## src/rtl/assert_macros.svh

```systemverilog
// assertion macros used by the top-level rtl file
`ifndef ASSERT_MACROS_SVH
`define ASSERT_MACROS_SVH
// implication checked every clock outside reset
`define ASSERT_IMP(label, a, c) \
  label: assert property (@(posedge clk) disable iff (rst) (a) |-> (c)) else $error("%m failed");
// next-cycle implication checked outside reset
`define ASSERT_NEXT(label, a, c) \
  label: assert property (@(posedge clk) disable iff (rst) (a) |=> (c)) else $error("%m failed");
`endif

```

## src/rtl/scdp_pkg.sv

```systemverilog
// shared types and constants for the sync code detector
`default_nettype none
package scdp_pkg;
  localparam int PENDING_DEPTH_DEF = 32;
  localparam int WORD_BITS_DEF = 16;
  localparam logic [31:0] SYNC_SAV = 32'hFF000080;
  localparam logic [31:0] SYNC_SAVI = 32'hFF0000AB;
  localparam logic [31:0] SYNC_EAV = 32'hFF00009D;
  localparam logic [31:0] SYNC_EAVI = 32'hFF0000B6;
  localparam logic [15:0] MIN_DEF = 16'd2500;
  localparam logic [15:0] MAX_DEF = 16'd3500;
  localparam logic [1:0] REG_ORDER = 2'd0;
  localparam logic [1:0] REG_MIN = 2'd1;
  localparam logic [1:0] REG_MAX = 2'd2;
  localparam logic [1:0] KIND_SAV = 2'd0;
  localparam logic [1:0] KIND_SAVI = 2'd1;
  localparam logic [1:0] KIND_EAV = 2'd2;
  localparam logic [1:0] KIND_EAVI = 2'd3;

  typedef enum logic [2:0] {
    ST_IDLE, ST_SHIFT, ST_READ, ST_CHECK, ST_OUT
  } state_t;

  typedef struct packed {
    logic load;
    logic shift;
    logic rd;
    logic expire;
    logic pair;
    logic out_load;
  } cmd_t;

  typedef struct packed {
    logic last_bit;
    logic word_done;
    logic hit;
    logic is_end;
    logic empty;
    logic too_far;
  } stat_t;
endpackage
`default_nettype wire

```

## src/rtl/sync_code_detect_and_pair.sv

```systemverilog
// sync word detector with start/end pairing, top level
// operation: an accepted word is shifted bit by bit through the window match, then the result
// is presented from ST_OUT; an end code pauses the shift and passes through ST_READ and ST_CHECK
// once per queue entry examined: once per expired start plus once for the final check
// a new word is taken only when the result is accepted, never while a word is in progress
// reset: rst synchronous, clears window, bit count, queue counts and config registers to defaults
`default_nettype none
`include "assert_macros.svh"
module sync_code_detect_and_pair
  import scdp_pkg::*;
#(
  parameter int PENDING_DEPTH = PENDING_DEPTH_DEF,
  parameter int WORD_BITS = WORD_BITS_DEF
) (
  input  wire logic                 clk,
  input  wire logic                 rst,
  input  wire logic                 s_axis_tvalid,
  output logic                      s_axis_tready,
  input  wire logic [((WORD_BITS+7)/8)*8-1:0] s_axis_tdata, // data_word
  output logic                      m_axis_tvalid,
  input  wire logic                 m_axis_tready,
  // sync_found, sync_position, pair_found, pair_class,
  // pair_start_position, queue_overflow, zero pad
  output logic [71:0]               m_axis_tdata,
  output logic [1:0]                m_axis_tuser, // sync_kind
  input  wire logic                 cfg_we,
  input  wire logic [1:0]           cfg_index,
  input  wire logic [15:0]          cfg_data
);
  cmd_t cmd;
  stat_t st;
  logic [69:0] result;

  scdp_ctrl u_ctrl (
    .clk(clk), .rst(rst), .in_valid(s_axis_tvalid), .in_ready(s_axis_tready),
    .out_valid(m_axis_tvalid), .out_ready(m_axis_tready), .st(st), .cmd(cmd)
  );

  scdp_dp #(.PENDING_DEPTH(PENDING_DEPTH), .WORD_BITS(WORD_BITS)) u_dp (
    .clk(clk), .rst(rst), .cmd(cmd), .st(st),
    .data_word(s_axis_tdata[WORD_BITS-1:0]),
    .cfg_we(cfg_we), .cfg_index(cfg_index), .cfg_data(cfg_data), .result(result)
  );

  assign m_axis_tdata = {4'b0, result[69:3], result[0]};
  assign m_axis_tuser = result[2:1];

  `ASSERT_IMP(a_no_accept_busy, cmd.shift, !s_axis_tready)
  `ASSERT_IMP(a_one_cmd, 1'b1, $onehot0({cmd.shift, cmd.rd, cmd.expire, cmd.pair}))
  `ASSERT_NEXT(a_out_hold, m_axis_tvalid && !m_axis_tready, m_axis_tvalid)
endmodule
`default_nettype wire

```

## src/rtl/scdp_ram.sv

```systemverilog
// generic single-port-write ram with registered read
`default_nettype none
module scdp_ram #(
  parameter int WIDTH = 32,
  parameter int DEPTH = 32
) (
  input  wire logic                     clk,
  input  wire logic                     we,
  input  wire logic [$clog2(DEPTH)-1:0] waddr,
  input  wire logic [WIDTH-1:0]         wdata,
  input  wire logic [$clog2(DEPTH)-1:0] raddr,
  output logic      [WIDTH-1:0]         rdata
);
  logic [WIDTH-1:0] mem [DEPTH];
  always_ff @(posedge clk) begin
    if (we) begin
      mem[waddr] <= wdata;
    end
    rdata <= mem[raddr];
  end
endmodule
`default_nettype wire

```

## src/rtl/scdp_ctrl.sv

```systemverilog
// controller state machine
`default_nettype none
module scdp_ctrl
  import scdp_pkg::*;
(
  input  wire logic  clk,
  input  wire logic  rst,
  input  wire logic  in_valid,
  output logic       in_ready,
  output logic       out_valid,
  input  wire logic  out_ready,
  input  wire stat_t st,
  output cmd_t       cmd
);
  state_t state, state_next;
  always_ff @(posedge clk) begin
    if (rst) begin
      state <= ST_IDLE;
    end else begin
      state <= state_next;
    end
  end
  always_comb begin
    state_next = state;
    cmd = '0;
    in_ready = 1'b0;
    out_valid = 1'b0;
    unique case (state)
      ST_IDLE: begin
        in_ready = 1'b1;
        if (in_valid) begin
          cmd.load = 1'b1;
          state_next = ST_SHIFT;
        end
      end
      ST_SHIFT: begin
        cmd.shift = 1'b1;
        if (st.hit && st.is_end) begin
          state_next = ST_READ;
        end else if (st.last_bit) begin
          state_next = ST_OUT;
          cmd.out_load = 1'b1;
        end
      end
      ST_READ: begin
        cmd.rd = 1'b1;
        state_next = ST_CHECK;
      end
      ST_CHECK: begin
        priority if (st.empty) begin
          state_next = st.word_done ? ST_OUT : ST_SHIFT;
          cmd.out_load = st.word_done;
        end else if (st.too_far) begin
          cmd.expire = 1'b1;
          state_next = ST_READ;
        end else begin
          cmd.pair = 1'b1;
          state_next = st.word_done ? ST_OUT : ST_SHIFT;
          cmd.out_load = st.word_done;
        end
      end
      ST_OUT: begin
        out_valid = 1'b1;
        in_ready = out_ready;
        if (out_ready) begin
          if (in_valid) begin
            cmd.load = 1'b1;
            state_next = ST_SHIFT;
          end else begin
            state_next = ST_IDLE;
          end
        end
      end
      default: state_next = ST_IDLE;
    endcase
  end
endmodule
`default_nettype wire

```

## src/rtl/scdp_dp.sv

```systemverilog
// datapath: bit unpacking, window match, start queues and result
`default_nettype none
module scdp_dp
  import scdp_pkg::*;
#(
  parameter int PENDING_DEPTH = PENDING_DEPTH_DEF,
  parameter int WORD_BITS = WORD_BITS_DEF
) (
  input  wire logic                 clk,
  input  wire logic                 rst,
  input  wire cmd_t                 cmd,
  output stat_t                     st,
  input  wire logic [WORD_BITS-1:0] data_word,
  input  wire logic                 cfg_we,
  input  wire logic [1:0]           cfg_index,
  input  wire logic [15:0]          cfg_data,
  output logic [69:0]               result
);
  localparam int AW = (PENDING_DEPTH > 1) ? $clog2(PENDING_DEPTH) : 1;
  localparam int CW = $clog2(PENDING_DEPTH + 1);
  localparam int BW = (WORD_BITS > 1) ? $clog2(WORD_BITS) : 1;
  localparam logic [CW-1:0] DEPTH_C = CW'(PENDING_DEPTH);
  localparam logic [CW:0] DEPTH_W = (CW+1)'(PENDING_DEPTH);
  localparam logic [AW-1:0] HEAD_LAST = AW'(PENDING_DEPTH - 1);
  localparam logic [BW-1:0] LAST_C = BW'(WORD_BITS - 1);

  logic order_lsb;
  logic [15:0] min_d, max_d;
  logic [WORD_BITS-1:0] word;
  logic [BW-1:0] bidx;
  logic [30:0] bit_window;
  logic [31:0] bit_counter;
  logic [31:0] win;
  logic [31:0] end_pos;
  logic cls;
  logic [AW-1:0] head [2];
  logic [CW-1:0] cnt [2];
  logic [31:0] rdata [2];
  logic found, pfound, pclass, over;
  logic [1:0] kind;
  logic [31:0] spos, ppos;
  logic bit_in, hit;
  logic [1:0] k;
  logic [31:0] gap;
  logic fits;
  logic [CW:0] tsum [2];
  logic [AW-1:0] tail [2];

  always_ff @(posedge clk) begin
    if (rst) begin
      order_lsb <= 1'b1;
      min_d <= MIN_DEF;
      max_d <= MAX_DEF;
    end else if (cfg_we) begin
      unique case (cfg_index)
        REG_ORDER: order_lsb <= cfg_data[0];
        REG_MIN: min_d <= cfg_data;
        REG_MAX: max_d <= cfg_data;
        default: ;
      endcase
    end
  end

  always_comb begin
    bit_in = order_lsb ? word[bidx] : word[LAST_C - bidx];
    win = {bit_window, bit_in};
    hit = 1'b1;
    k = KIND_SAV;
    priority case (win)
      SYNC_SAV: k = KIND_SAV;
      SYNC_SAVI: k = KIND_SAVI;
      SYNC_EAV: k = KIND_EAV;
      SYNC_EAVI: k = KIND_EAVI;
      default: hit = 1'b0;
    endcase
    gap = end_pos - rdata[cls];
    fits = !(gap < {16'd0, min_d});
    for (int q = 0; q < 2; q++) begin
      tsum[q] = {1'b0, CW'(head[q])} + {1'b0, cnt[q]};
      tail[q] = (tsum[q] >= DEPTH_W) ? AW'(tsum[q] - DEPTH_W) : AW'(tsum[q]);
    end
    st.last_bit = (bidx == LAST_C);
    st.word_done = (bidx == '0);
    st.hit = hit;
    st.is_end = k[1];
    st.empty = (cnt[cls] == '0);
    st.too_far = (gap > {16'd0, max_d});
  end

  for (genvar q = 0; q < 2; q++) begin : g_q
    logic we;
    assign we = cmd.shift && hit && !k[1] && (k[0] == 1'(q));
    scdp_ram #(.WIDTH(32), .DEPTH(PENDING_DEPTH)) u_ram (
      .clk(clk), .we(we), .waddr(tail[q]), .wdata(bit_counter - 32'd31),
      .raddr(head[q]), .rdata(rdata[q])
    );
    always_ff @(posedge clk) begin
      if (rst) begin
        head[q] <= '0;
        cnt[q] <= '0;
      end else if (we) begin
        if (cnt[q] == DEPTH_C) begin
          head[q] <= (head[q] == HEAD_LAST) ? '0 : head[q] + AW'(1);
        end else begin
          cnt[q] <= cnt[q] + CW'(1);
        end
      end else if ((cmd.expire || (cmd.pair && fits)) && cls == 1'(q)) begin
        head[q] <= (head[q] == HEAD_LAST) ? '0 : head[q] + AW'(1);
        cnt[q] <= cnt[q] - CW'(1);
      end
    end
  end

  always_ff @(posedge clk) begin
    if (rst) begin
      bit_window <= '0;
      bit_counter <= '0;
      bidx <= '0;
    end else if (cmd.shift) begin
      bit_window <= win[30:0];
      bit_counter <= bit_counter + 32'd1;
      bidx <= st.last_bit ? '0 : bidx + BW'(1);
    end
  end

  always_ff @(posedge clk) begin
    if (cmd.load) begin
      word <= data_word;
      found <= 1'b0;
      kind <= '0;
      spos <= '0;
      pfound <= 1'b0;
      pclass <= 1'b0;
      ppos <= '0;
      over <= 1'b0;
    end
    if (cmd.shift && hit) begin
      found <= 1'b1;
      kind <= k;
      spos <= bit_counter - 32'd31;
      pfound <= 1'b0;
      pclass <= 1'b0;
      ppos <= '0;
      cls <= k[0];
      end_pos <= bit_counter - 32'd31;
      if (!k[1] && cnt[k[0]] == DEPTH_C) begin
        over <= 1'b1;
      end
    end
    if (cmd.pair && fits) begin
      pfound <= 1'b1;
      pclass <= cls;
      ppos <= rdata[cls];
    end
  end

  assign result = {over, ppos, pclass, pfound, spos, kind, found};
endmodule
`default_nettype wire
```

## config.mk

```make
export PLATFORM = sky130hd
export DESIGN_NAME = sync_code_detect_and_pair
export DESIGN_NICKNAME = d
export VERILOG_FILES = /design/src/rtl/scdp_pkg.sv /design/src/rtl/sync_code_detect_and_pair.sv /design/src/rtl/scdp_ram.sv /design/src/rtl/scdp_ctrl.sv /design/src/rtl/scdp_dp.sv
export VERILOG_INCLUDE_DIRS = /design/src /design/src/rtl
export SDC_FILE = /design/constraint.sdc
export NUM_CORES = 2
export LEC_CHECK = 0
export BUFFER_PORTS_ARGS = -buffer_cell sky130_fd_sc_hd__buf_2
export CORE_MARGIN = 2
export CORE_UTILIZATION = 30
export DETAILED_ROUTE_END_ITERATION = 10
export GPL_TIMING_DRIVEN = 0
export SYNTH_ARGS = -nofsm -noshare
export SYNTH_HDL_FRONTEND = slang
export SYNTH_SLANG_ARGS = --single-unit
```

## constraint.sdc

```tcl
create_clock -name clk -period 16.1 [get_ports clk]
set_clock_uncertainty 0.05 [all_clocks]
set_input_delay 1.61 -clock clk [delete_from_list [all_inputs] [get_ports clk]]
set_output_delay 1.61 -clock clk [all_outputs]
set_load 0.01 [all_outputs]
```

# ---- Yosys cells after proc, flatten, opt, wreduce, memory -nomap -nowiden
# Memory sizes are Yosys's and may differ from the RTL's. A register that Yosys moved wholly into a read port is not among the register bits.
# Cells that the tools add are included.
dict set report totals {
  register_bits 222
  mem_bits_rw 2070
  in_bits 39
  out_inout_bits 76
  word_cells 181
  n_memories 4
}
# name words width rd rd_ports_with_merged_regs write_ports line_no
set memory_table {}
lappend memory_table {{u_dp.g_q[0].u_ram.mem} 32 32 1 1 1 scdp_ram.sv:14} ;# logic [WIDTH-1:0] mem [DEPTH];
lappend memory_table {{u_dp.g_q[1].u_ram.mem} 32 32 1 1 1 scdp_ram.sv:14}
lappend memory_table {u_dp.cnt 2 6 4 1 2 scdp_dp.sv:37} ;# logic [CW-1:0] cnt [2];
lappend memory_table {u_dp.head 2 5 2 0 2 scdp_dp.sv:36} ;# logic [AW-1:0] head [2];
dict set report classes {
  add_sub_neg 15
  magnitude_cmp 7
  n_eq_ne 19
  muxes 85
  bitwise_logic 11
  n_reduce_logical 23
}
# cell n
set ops {}
lappend ops {{$mux 32} 7}
lappend ops {{$eq 32x32->1 const B} 4}
lappend ops {{$mux 1} 47}
lappend ops {{$mux 5} 8}
lappend ops {{$add 32x1->32 const B} 1}
lappend ops {{$gt 32x16->1} 1}
lappend ops {{$lt 32x16->1} 1}
lappend ops {{$sub 32x32->32} 1}
lappend ops {{$sub 32x5->32 const B} 1}
lappend ops {{$mux 6} 4}
lappend ops {{$mux 3} 7}
lappend ops {{$eq 6x6->1 const B} 3}
lappend ops {{$pmux 3 s5} 1}
lappend ops {{$add 5x6->7} 2}
lappend ops {{$ge 7x6->1 const B} 2}
lappend ops {{$add 6x1->6 const B} 2}
lappend ops {{$sub 6x1->6 const B} 2}
lappend ops {{$add 5x1->5 const B} 2}
lappend ops {{$eq 5x5->1 const B} 2}
lappend ops {{$lt 4x5->1 const B} 2}
lappend ops {{$mux 2} 5}
lappend ops {{$sub 5x1->5 const B} 2}
lappend ops {{$logic_and 1x1->1} 9}
lappend ops {{$bmux 1 s4} 2}
lappend ops {{other kinds (28)} 42}

# ---- Depth between registers and ports, before layout
dict set report depth {
  depth_word 17
  mapped_depth 31
  depth_no_buf 28
}

# ---- Cells and area by module
# A second synthesis with hierarchy kept.
dict set report hier_totals {
  hier_cells 5961
  area_unflattened_um2 94993.6
}
# mod n_inst cells_per_inst area_each_um2 seq_area_each_um2
set modules_own_cells {}
lappend modules_own_cells {{scdp_ram at u_dp.g_q[0].u_ram} 1 2260 40492.6 31390.1}
lappend modules_own_cells {{scdp_ram at u_dp.g_q[1].u_ram} 1 2260 40485.1 31390.1}
lappend modules_own_cells {scdp_dp 1 1402 13725.7 6226.0}
lappend modules_own_cells {scdp_ctrl 1 34 256.5 60.1}
lappend modules_own_cells {sync_code_detect_and_pair 1 5 33.8 0.0}

# ---- Worst setup path after synthesis
# OpenSTA, ideal clock, no wires.
dict set report synth_path {
  path_type {register to register}
  from {reg u_dp.cls}
  to {mem u_dp.cnt[1][5] (netlist bit) (data pin)}
  setup_time_ps 263
  arrival_time_ps 5784
  t_required_ps 15787
  path_slack_ps 10003
  path_stages_with_launch 30
  path_buffers 3
  synth_period_minus_slack_ps 6097
  cell_sequence {edfxtp_1 buf_1 clkbuf_1 mux2i_1 ha_1 a21oi_1 o21ai_0 a21oi_1 nand2_1 a21boi_0 xnor2_1 ha_1 and3_1 nand4_1 nor2_1 and3_1 a21oi_1 o21ba_2 o2111a_1 nand4_1 buf_2 nand3_1 inv_1 ha_1 a21o_1 a21oi_1 o21bai_1 a21oi_1 xnor2_1 o21ai_0}
}
# item line_no
set synth_rtl {}
lappend synth_rtl {{from (decl)} scdp_dp.sv:35} ;# logic cls;
lappend synth_rtl {{from (signal assigned)} scdp_dp.sv:144} ;# cls <= k[0];
lappend synth_rtl {{to (decl)} scdp_dp.sv:37}

==> results.ini <==
[floorplan]
die_w_um=562
core_um2=309000
pin_count=115
start_util_pct=30.2
dieArea_um2=316000
row_count=204
die_y_um=562

[routing]
wirelength_um=260000
antenna_left=0
drcViolationCount=0
wl_per_cell_um=26.4
via_per_inst=5.12
vias=50300
first_pass_iters=6
first_iter_violations=6280

[run_status]
status=completed

[synthesis]
syn_inst=5035
synth_ff_type=edfxtp_1
ys_seq_area_share_pct=74.0
synth_fa_ha_area_share_pct=1.22
synth_mux_area_share_pct=14.7
synth_compound_area_share_pct=3.96
synth-seq-cells=2357
synthArstFlopShare_pct=0
synth_area_um2=93400
synth_area_per_cell_um2=18.5
synth_edf_count=2186
synth-xor-area-share_pct=0.918
synth_top_family_by_area=multiplexers
ys_types=80
synth-simple-area-share_pct=3.88
yosys_warnings=0

[global_routing]
grt_max_degree=68
grt_pass1_vias=49600
overflow=0
grt_pass1_wl_um=365000
grt.total_usage_pct=16.1
antenna_found_initial=28

[worst_setup_path]
critPathKind=reg2reg
crit_fanout=10
cp.arrival_ns=9.65
critical_path.endpoint=u_dp.cnt[1][5]$_SDFFCE_PN0P_
crit_start=u_dp.cls$_DFFE_PP_
r2r_slack_ns=7.02
required_ns=16.68
cp-start-kind=register
endpoint_kind=register
cp_slowest_cell=buf_1
r2r_end=u_dp.cnt[1][5]$_SDFFCE_PN0P_
reg2reg_from=u_dp.cls$_DFFE_PP_
ff2ff_path_depth=30
cpMostUsedCell=a21oi_1
max_stage_delay_ns=0.87

[layout]
fin_nets=5657
multi_input_area_um2=24000
drive_above_1_share_pct=22.0
nFillCells=28600
ff_latch_area_um2=69100
area_delta_synth_final_pct=17.9

[pwr]
power.internal_w=0.00972
switching_share_pct=21.5
switching_power_w=0.00265
max-vdd-ir-drop_mv=0.0934
power_leakage_nw=34.3
power_w=0.0124
pwr-share-clk_pct=41.6
combinationalPowerShare_pct=4.5
p_seq_share_pct=53.8
p_per_area_nw_per_um2=112

[timing]
final.period_utilization_pct=56.4
setup_viol=0
maxClockFrequency_mhz=110
final_max_slew_viol_count=0
slew_headroom_pct=6.93
worstMarginPinSlew_ns=1.40
finalHoldViolations=0
fin_tns_setup_ns=0
fin_crit_ns=9.08
rsz0062_at_grt=false

[placement]
place_congestion=0.899
dp_hpwl_um=184000
io_buffer_count=109

[clock_network]
cts_max_level=4
cts-root-buf=clkbuf_16
path_clk_slew_ns=0.06
cts_setup_buffers=0
cts.sinks=2357
cts_buffers=227
cts.path.max_buffers=3
cts_hold_buf=0
clk_latency_ns=0.90
cts_resized=0
cts_tree=done

[min_path]
hp-class=reg2reg
hold_start=u_dp.found$_SDFFE_PP1P_

[flow_run]
maxCapViolCount=0

[sequential cells by signal, indices dropped and copies added, names as in the netlist, 3 cells and up, named ones only]
| signal | count |
|---|---|
| u_dp.spos | 32 |
| u_dp.end_pos | 32 |
| u_dp.word | 16 |
| u_dp.g_q.u_ram.rdata | 64 |
| u_ctrl.state | 3 |
| u_dp.ppos | 32 |
| u_dp.bidx | 4 |
| u_dp.bit_counter | 32 |
| u_dp.g_q.u_ram.mem | 2048 |
| u_dp.min_d | 16 |
| u_dp.bit_window | 31 |
| u_dp.cnt | 12 |
| u_dp.max_d | 16 |
| u_dp.head | 10 |
[area by class of cell]
class,instances,share of cell area [%]
plain buffers,262,0.964
well taps,4120,4.68
clock inverters,130,0.976
clock buffers,284,5.48
flip-flops and latches,2357,62.7
repair buffers,262,3.21
inverters,55,0.188
multi-input cells,2364,21.8
diodes,2,0.00455
[through the flow]
stage	cell area (um2)	setup slack, ns	std cells	util (%)	hold slack [ns]
6_report	110000	7.02	9836	35.6	0.397
3_3_place_gp	99100	6.66	9267	32.0	0.401
2_1_floorplan	93400	10.00	5038	-	0.373
5_1_grt	110000	6.63	9835	35.6	0.423
4_1_cts	110000	7.18	9833	35.6	0.396
3_5_place_dp	103000	7.24	9419	33.3	0.387
[power by group through the flow]
| stage | Combinational [W] | Sequential [W] | Clock [W] |
|---|---|---|---|
| global placement | 0.000536 | 0.00679 | 0 |
| CTS | 0.000559 | 0.00666 | 0.00522 |
| floorplan | 0.000326 | 0.00679 | 0 |
| finish | 0.000561 | 0.00666 | 0.00515 |
| detailed placement | 0.000556 | 0.00679 | 0 |
| global route | 0.000595 | 0.00666 | 0.00546 |
[cells in the final DEF, fill, tap and decap left out, drive strengths merged, types with 35 or more instances in the layout]
master	netlist	routed
o221ai	96	96
o21ai	138	138
buf	83	345
dfxtp	171	171
nor3	35	35
inv	54	62
nand2	346	346
edfxtp	2186	2186
xor2	53	53
nand3	41	41
clkinv	1	105
mux2	98	98
mux2i	230	230
a21oi	224	224
nor2b	43	43
clkbuf	179	463
xnor2	44	44
ha	85	85
mux4	458	458
nor2	188	188
[worst max-delay path, delay by kind of cell, from the launching register on]
| family | cells | cell delay, ns |
|---|---|---|
| AOI/OAI and AO/OA | 13 | 2.68 |
| buffers and inverters | 5 | 2.17 |
| and+or+nand+nor | 6 | 1.29 |
| adders and majority gates | 3 | 0.95 |
| muxes | 1 | 0.70 |
| DFF | 1 | 0.61 |
| xor gates and xnor gates | 2 | 0.33 |
[metal layers]
layer	part of all wire, %	vias to the layer above	global-route usage, %
met1	41	26500	21.6
met2	47	2128	26.0
li1	-	21300	-
met5	0.0031	-	0
met4	4.1	2	6.53
met3	7.6	406	2.83
[cell usage after synthesis, drive strengths merged (3+ instances only)]
| master | n | share of area (%) |
|---|---|---|
| dfxtp | 171 | 3.7 |
| o21ai | 138 | 0.74 |
| nand3b | 8 | 0.064 |
| o22ai | 34 | 0.23 |
| clkbuf | 179 | 0.72 |
| a21o | 21 | 0.17 |
| nor3 | 35 | 0.20 |
| nand2 | 346 | 1.4 |
| o21bai | 3 | 0.024 |
| buf | 83 | 0.42 |
| mux2i | 230 | 2.5 |
| xnor2 | 44 | 0.42 |
| and2 | 14 | 0.095 |
| nor2b | 43 | 0.29 |
| nand4 | 15 | 0.10 |
| nand3 | 41 | 0.23 |
| o211ai | 23 | 0.18 |
| fa | 4 | 0.086 |
| mux4 | 458 | 11 |
| ha | 85 | 1.1 |
| nand2b | 16 | 0.11 |
| nor3b | 7 | 0.056 |
| and4 | 8 | 0.076 |
| o221ai | 96 | 0.90 |
| a221oi | 3 | 0.028 |
| a2111oi | 3 | 0.028 |
| a21boi | 5 | 0.040 |
| a32oi | 5 | 0.047 |
| a31oi | 10 | 0.067 |
| mux2 | 98 | 1.2 |
| a211oi | 7 | 0.056 |
| and3 | 22 | 0.15 |
| a21oi | 224 | 1.2 |
| or4 | 9 | 0.084 |
| edfxtp | 2186 | 70 |
| nor4 | 15 | 0.10 |
| or3 | 12 | 0.088 |
| inv | 54 | 0.22 |
| nor2 | 188 | 0.76 |
| o21a | 11 | 0.088 |
| xor2 | 53 | 0.50 |
[how the worst min path moves through the flow]
stage / end / slack [ns] / cells after the start
finish: u_dp.found$_SDFFE_PP1P_ / 0.40 / 2
global route: u_dp.found$_SDFFE_PP1P_ / 0.42 / 2
CTS: u_dp.found$_SDFFE_PP1P_ / 0.40 / 2
detailed placement: u_dp.found$_SDFFE_PP1P_ / 0.39 / 2
global placement: u_dp.found$_SDFFE_PP1P_ / 0.40 / 2
floorplan: u_dp.found$_SDFFE_PP1P_ / 0.37 / 2
[logic make-up (layout without fill, tap and decap cells)]
logic type	after synthesis	after routing
adder cells (fa/ha/maj)	89	89
multiplexers	786	786
buffers and inverters	317	993
XOR/XNOR	97	97
flip-flops	2357	2357
AND/OR/NAND/NOR	789	789
other	1	6
AO/OA/AOI/OAI	599	599
Power figures use the tool's default switching activity.
